--- src/hdl/csq_pkg.sv ---
// Shared types and constants for the counting semaphore wait queue.
`default_nettype none

package csq_pkg;

  localparam int CSQ_QUEUE_DEPTH    = 16;
  localparam int CSQ_THREAD_ID_BITS = 8;

  localparam int THREAD_W = 8;
  localparam int INIT_W   = 15;
  localparam int COUNT_W  = 16;

  localparam logic signed [COUNT_W-1:0] COUNT_MAX = 16'sd32767;

  localparam logic [1:0] OP_WAIT   = 2'd0;
  localparam logic [1:0] OP_SIGNAL = 2'd1;
  localparam logic [1:0] OP_CLOSE  = 2'd2;

  localparam logic [1:0] STAT_OK   = 2'd0;
  localparam logic [1:0] STAT_FULL = 2'd1;
  localparam logic [1:0] STAT_SAT  = 2'd2;

  typedef enum logic {
    ST_IDLE,
    ST_DRAIN
  } state_t;

  typedef struct packed {
    logic [1:0]          opcode;
    logic [THREAD_W-1:0] thread_id;
  } cmd_t;

  typedef struct packed {
    logic                caller_blocks;
    logic                wake_valid;
    logic [THREAD_W-1:0] wake_thread;
    logic [1:0]          status;
    logic                last;
  } result_t;

  typedef struct packed {
    logic push;
    logic pop;
  } chain_ctl_t;

  typedef struct packed {
    logic empty;
    logic full;
    logic single;
  } chain_sts_t;

endpackage

`default_nettype wire

--- src/hdl/csq_cell.sv ---
// One queue cell: holds a thread identifier and passes it towards the head on a pop.
`default_nettype none

module csq_cell #(
  parameter int ID_BITS = 8
) (
  input  wire logic               clk,
  input  wire logic               shift,
  input  wire logic               load,
  input  wire logic [ID_BITS-1:0] new_id,
  input  wire logic [ID_BITS-1:0] right_id,
  output logic      [ID_BITS-1:0] id
);

  always_ff @(posedge clk) begin
    if (shift) begin
      id <= right_id;
    end else if (load) begin
      id <= new_id;
    end
  end

endmodule

`default_nettype wire

--- src/hdl/csq_chain.sv ---
// Row of queue cells with the occupancy count; cell 0 is the oldest waiting thread.
`default_nettype none

module csq_chain
  import csq_pkg::*;
#(
  parameter int QUEUE_DEPTH    = CSQ_QUEUE_DEPTH,
  parameter int THREAD_ID_BITS = CSQ_THREAD_ID_BITS
) (
  input  wire logic                      clk,
  input  wire logic                      rst,
  input  wire chain_ctl_t                ctl,
  input  wire logic [THREAD_ID_BITS-1:0] new_id,
  output logic      [THREAD_ID_BITS-1:0] head_id,
  output chain_sts_t                     sts
);

  localparam int OCC_W = $clog2(QUEUE_DEPTH + 1);

  logic [OCC_W-1:0]          occupancy;
  logic [OCC_W-1:0]          occupancy_next;
  logic [THREAD_ID_BITS-1:0] ids [0:QUEUE_DEPTH];

  assign ids[QUEUE_DEPTH] = '0;

  // A push lands in the first empty cell, which sits at the occupancy index.
  for (genvar i = 0; i < QUEUE_DEPTH; i++) begin : g_cell
    csq_cell #(
      .ID_BITS (THREAD_ID_BITS)
    ) u_cell (
      .clk      (clk),
      .shift    (ctl.pop),
      .load     (ctl.push && (occupancy == OCC_W'(i))),
      .new_id   (new_id),
      .right_id (ids[i+1]),
      .id       (ids[i])
    );
  end

  always_comb begin
    occupancy_next = occupancy;
    if (ctl.push) begin
      occupancy_next = occupancy + OCC_W'(1);
    end else if (ctl.pop) begin
      occupancy_next = occupancy - OCC_W'(1);
    end
  end

  always_ff @(posedge clk) begin
    if (rst) begin
      occupancy <= '0;
    end else begin
      occupancy <= occupancy_next;
    end
  end

  assign head_id    = ids[0];
  assign sts.empty  = (occupancy == '0);
  assign sts.full   = (occupancy == OCC_W'(QUEUE_DEPTH));
  assign sts.single = (occupancy == OCC_W'(1));

endmodule

`default_nettype wire

--- src/hdl/counting_semaphore_wait_queue.sv ---
// Counting semaphore with a first-in first-out queue of waiting threads.
//
//   channel   ports                     transfer when
//   command   start, busy, cmd          start high and busy low
//   result    done, result              done high (cannot be held off)
//   config    cfg_we, cfg_data          cfg_we high
//
// A wait or signal is taken and its single result appears on the next cycle,
// and a new command may be taken every cycle.
// A close with k queued threads gives max(k,1) results on consecutive cycles, one cell
// of the queue chain shifted out per cycle; busy stays high until the last is out.
// Synchronous reset empties the queue and sets the count and initial count to zero.
// The receiver cannot stall; results are never held back.
`default_nettype none

module counting_semaphore_wait_queue
  import csq_pkg::*;
#(
  parameter int QUEUE_DEPTH    = CSQ_QUEUE_DEPTH,
  parameter int THREAD_ID_BITS = CSQ_THREAD_ID_BITS
) (
  input  wire logic              clk,
  input  wire logic              rst,
  input  wire logic              start,
  output logic                   busy,
  input  wire cmd_t              cmd,
  output logic                   done,
  output result_t                result,
  input  wire logic              cfg_we,
  input  wire logic [INIT_W-1:0] cfg_data
);

  state_t                     state;
  state_t                     state_next;
  logic signed [COUNT_W-1:0]  count;
  logic signed [COUNT_W-1:0]  count_next;
  logic signed [COUNT_W-1:0]  count_inc;
  logic [INIT_W-1:0]          initial_count;
  result_t                    result_next;
  logic                       done_next;
  chain_ctl_t                 ctl;
  chain_sts_t                 sts;
  logic [THREAD_ID_BITS-1:0]  head_id;
  logic                       accept;

  assign accept    = start && !busy;
  assign busy      = (state == ST_DRAIN);
  assign count_inc = count + 16'sd1;

  csq_chain #(
    .QUEUE_DEPTH    (QUEUE_DEPTH),
    .THREAD_ID_BITS (THREAD_ID_BITS)
  ) u_chain (
    .clk     (clk),
    .rst     (rst),
    .ctl     (ctl),
    .new_id  (THREAD_ID_BITS'(cmd.thread_id)),
    .head_id (head_id),
    .sts     (sts)
  );

  always_comb begin
    state_next         = state;
    count_next         = count;
    ctl                = '0;
    done_next          = 1'b0;
    result_next        = '0;
    result_next.last   = 1'b1;
    unique case (state)
      ST_IDLE: begin
        if (accept) begin
          done_next = 1'b1;
          case (cmd.opcode)
            OP_WAIT: begin
              if (count <= 16'sd0) begin
                if (sts.full) begin
                  result_next.status = STAT_FULL;
                end else begin
                  ctl.push                  = 1'b1;
                  count_next                = count - 16'sd1;
                  result_next.caller_blocks = 1'b1;
                end
              end else begin
                count_next = count - 16'sd1;
              end
            end
            OP_SIGNAL: begin
              if (count == COUNT_MAX) begin
                result_next.status = STAT_SAT;
              end else begin
                count_next = count_inc;
                if (count_inc <= 16'sd0 && !sts.empty) begin
                  ctl.pop                 = 1'b1;
                  result_next.wake_valid  = 1'b1;
                  result_next.wake_thread = THREAD_W'(head_id);
                end
              end
            end
            OP_CLOSE: begin
              // The count is not consulted again until the drain ends, so reload it now.
              count_next = $signed({1'b0, initial_count});
              if (!sts.empty) begin
                ctl.pop                 = 1'b1;
                result_next.wake_valid  = 1'b1;
                result_next.wake_thread = THREAD_W'(head_id);
                result_next.last        = sts.single;
                if (!sts.single) begin
                  state_next = ST_DRAIN;
                end
              end
            end
            default: begin
            end
          endcase
        end
      end
      ST_DRAIN: begin
        done_next               = 1'b1;
        ctl.pop                 = 1'b1;
        result_next.wake_valid  = 1'b1;
        result_next.wake_thread = THREAD_W'(head_id);
        result_next.last        = sts.single;
        if (sts.single) begin
          state_next = ST_IDLE;
        end
      end
      default: begin
        state_next = ST_IDLE;
      end
    endcase
  end

  always_ff @(posedge clk) begin
    if (rst) begin
      state         <= ST_IDLE;
      count         <= '0;
      initial_count <= '0;
      done          <= 1'b0;
    end else begin
      state <= state_next;
      count <= count_next;
      done  <= done_next;
      if (cfg_we) begin
        initial_count <= cfg_data;
      end
    end
  end

  always_ff @(posedge clk) begin
    result <= result_next;
  end

  a_no_push_when_full: assert property (@(posedge clk) disable iff (rst)
    !(ctl.push && sts.full))
    else $error("push into a full queue chain");

  a_no_pop_when_empty: assert property (@(posedge clk) disable iff (rst)
    !(ctl.pop && sts.empty))
    else $error("pop from an empty queue chain");

  a_negative_count_has_waiters: assert property (@(posedge clk) disable iff (rst)
    (count < 16'sd0) |-> !sts.empty)
    else $error("negative count with no queued thread");

  a_drain_not_empty: assert property (@(posedge clk) disable iff (rst)
    busy |-> !sts.empty)
    else $error("draining an empty queue");

  a_drain_emits: assert property (@(posedge clk) disable iff (rst)
    busy |=> done)
    else $error("drain cycle gave no result");

  a_non_last_followed: assert property (@(posedge clk) disable iff (rst)
    (done && !result.last) |-> busy)
    else $error("unfinished close without drain in progress");

endmodule

`default_nettype wire
--- config.mk ---
export PLATFORM = sky130hd
export DESIGN_NAME = counting_semaphore_wait_queue
export DESIGN_NICKNAME = d
export VERILOG_FILES = /design/src/hdl/csq_pkg.sv /design/src/hdl/csq_cell.sv /design/src/hdl/csq_chain.sv /design/src/hdl/counting_semaphore_wait_queue.sv
export SDC_FILE = /design/constraint.sdc
export NUM_CORES = 1
export LEC_CHECK = 0
export ABC_AREA = 1
export BUFFER_PORTS_ARGS = -buffer_cell sky130_fd_sc_hd__buf_2
export CORE_ASPECT_RATIO = 0.5
export CORE_UTILIZATION = 66
export CTS_CLUSTER_DIAMETER = 50
export DETAILED_ROUTE_END_ITERATION = 12
export PLACE_DENSITY = 0.87
export SETUP_SLACK_MARGIN = 0.3
export SLEW_MARGIN = 20
export SYNTH_ARGS = -nofsm -noshare
export SYNTH_HDL_FRONTEND = slang
export SYNTH_SLANG_ARGS = --single-unit
--- constraint.sdc ---
create_clock -name clk -period 8.8 [get_ports clk]
set_input_delay 0.44 -clock clk [delete_from_list [all_inputs] [get_ports clk]]
set_output_delay 0.44 -clock clk [all_outputs]
set_load 0.02 [all_outputs]
==> metrics.txt <==
outcome finished clean; Initial Util between 60 and 70%; largest net degree at the start of global routing 130; Synth Area in Simple Gates about a quarter; root buffer cell clkbuf_16; part of the power in combinational logic 9.3%; top cell type's share of synthesized area 44.3%; share of cells above drive strength 1 10.9%; crit path launch type flop; Synthesis Warnings 0; worst min path class in2reg; Hold Buf Count CTS 0; Final #Nets 975; CTS tree yes; mux share of post-synthesis cell area 0%; clock skew 0.0151 ns; maximum VDD drop 103 uV; Die W around 160 um; Worst Tran Pin Value 1.07 ns; post-synthesis cell count about 910; Netlist cell types 36; Sw Pwr 0.507 mW; Synth Area in XOR/XNOR 1.29%; f_max 271 MHz; switching part of the total roughly a quarter; Avg Inst Size Synth 8.95 sq um; core box area around 0.012 sq mm; sequential share of the synthesized area between 50 and 60%; pre-CTS WS 4.91 ns; fin crit period 3.68 ns; DRT antenna net count 0; Synth Area in Compound Gates 7.68%; largest family of logic cells by synthesized area simple AND/OR/NAND/NOR gates; Multi-input gate area 0.00288 sq mm; period utilisation layout 41.9%; Clk network pwr share approximately two fifths; worst rel slew slack between 20 and 30%; initial antenna violation count 0; commonest non-fill, non-tap cells in the layout 343 x nand2_1, 120 x edfxtp_1, 79 x nor2_1; final hold violation count 0; via count just over 6,000; Setup crit end kind flop; total track usage 28.9%; area delta synth->final 10.1%; FILL cells ~840; CTS sink cnt roughly 180; power density cells 212 mW/mm^2; Slew Viols, Final 0; Ports 44; Yosys reg bits 179; routed wire length between 15 and 20 mm; crit path DAT between 3 and 4 ns; post_cts resized 0; Initial DRT Pass Iterations 5; Max Cap Violations 0; RSZ-0062 raised after global routing false; RePlAce Congestion 0.926; vias in the first global route 5,763; grt ovf 0; Port Buffer Count 43; DR DRC count 0; Max clock buf depth 2; # Post-CTS Setup Buffers 0; Rows 28; setup TNS 0 ns; WS Path Type reg2reg; most area-consuming cells after synthesis edfxtp_1 44%, nand2_1 16%, dfxtp_1 15%, o21ai_0 4.3%, nor2_1 3.6%; Num CTS Buffers 17; first-pass GRT wire length 28.0 mm; DRT iter0 DRCs 656; wire per inst 15.5 um; Crit path required time 8.86 ns; Adder-Cell Fraction of Synth Area between 1.5 and 2%; final critical-path setup slack 5.12 ns; die footprint 0.0128 sq mm; cell taking the most area after synthesis edfxtp_1; # diodes 0; worst-skew pair later-pin latency 0.45 ns; Die Y around 80 um; clk slew on worst S/H paths around 0.080 ns; register area 0.00478 sq mm; Post-Syn Area 0.00813 sq mm; syn_nets 950; dpl hpwl 11.1 mm; Lkg Pwr 3.56 nW; commonest non-fill, non-tap cell in the layout nand2_1; Worst Path Max Fanout 21; Pint approximately 1.4 mW; Final Setup Violations 0; Via-to-Cell Ratio 5.54; # H-tree levels 4; Seq pwr share 50.0%
stage by stage:
| stage | instances | power, mW | util, % | instance area, sq um | hold WS [ns] |
|---|---|---|---|---|---|
| after floorplan | 909 | 1.10 | - | 8130 | 0.448 |
| after global placement | 1080 | 1.14 | 70.1 | 8350 | 0.452 |
| after detailed placement | 1080 | 1.14 | 70.1 | 8350 | 0.465 |
| after CTS | 1112 | 1.90 | 75.2 | 8950 | 0.209 |
| after global routing | 1112 | 1.96 | 75.2 | 8960 | 0.214 |
| final | 1112 | 1.90 | 75.2 | 8960 | 0.211 |
cell usage after synthesis:
cell	instances
nand2_1	343
edfxtp_1	120
nor2_1	79
o21ai_0	70
dfxtp_1	59
inv_1	47
nand3_1	34
a21oi_1	30
buf_2	14
buf_4	14
clkbuf_1	13
ha_1	12
nor2_2	12
xor2_1	11
nand4_1	10
nor3_1	7
buf_6	4
clkinv_1	3
a221oi_1	2
a31oi_1	2
a32o_1	2
a32oi_1	2
nand2_2	2
nand3b_1	2
nor2_4	2
o211ai_1	2
o31ai_1	2
a22o_1	1
buf_1	1
inv_2	1
nand2_4	1
nand3_2	1
o211a_1	1
o21bai_1	1
or3_1	1
xnor2_1	1
power by group through the flow:
stage	Combinational, mW	Clock, mW	Sequential (mW)
floorplan	0.135	0	0.962
global placement	0.167	0	0.969
detailed placement	0.172	0	0.969
CTS	0.175	0.778	0.951
global route	0.200	0.810	0.954
finish	0.176	0.774	0.951
cell families (layout without fill, tap and decap cells):
logic type,count (synthesis),in the layout
AO/OA/AOI/OAI,115,115
flip-flops,179,179
buffers and inverters,97,135
AND/OR/NAND/NOR,494,494
adder cells (fa/ha/maj),12,12
XOR/XNOR,12,12
layer usage:
metal	global-route usage, %	vias up	share of wire [%]
met4	11.9	0	2.1
met5	0	-	0
met1	34.3	2844	41
met3	5.79	32	6.4
met2	52.3	239	50
li1	-	3044	-
final timing paths:
| path | cells after the start | slack, ns | end | from |
|---|---|---|---|---|
| worst max-delay path | 12 | 5.12 | u_chain.g_cell[12].u_cell.id[2]$_DFFE_PP_ | count[0]$_SDFFE_PP0P_ |
| worst min register to register | 2 | 0.47 | result[3]$_DFF_P_ | u_chain.g_cell[0].u_cell.id[0]$_DFFE_PP_ |
| worst min-delay path | 3 | 0.21 | initial_count[3]$_SDFFE_PP0P_ | cfg_data[3] |
| worst max register to register | 12 | 5.12 | u_chain.g_cell[12].u_cell.id[2]$_DFFE_PP_ | count[0]$_SDFFE_PP0P_ |
sequential cells by signal (all words and copies together) (netlist names):
register                  cells
u_chain.g_cell.u_cell.id    128
count                        16
initial_count                15
result                       13
u_chain.occupancy             5
busy                          1
done                          1
critical path, stage by stage (launching register included):
cell and delay [ns]:
dfxtp_1 0.38, inv_1 0.10, ha_1 0.20, nand4_1 0.16, nor2_2 0.17, nand3_1 0.15, nor2_1 0.20, nand2_1 0.10
nand2_1 0.12, nand2_1 0.40, clkinv_1 0.33, nand2_1 0.13, o21ai_0 0.85
final cells by class:
class,instances,area share [%]
flip-flops and latches,179,53.4
clock inverters,15,1.98
multi-input cells,633,32.2
repair buffers,52,3.20
inverters,51,2.15
clock buffers,17,4.75
well taps,165,2.30
Power figures use the tool's default switching activity.
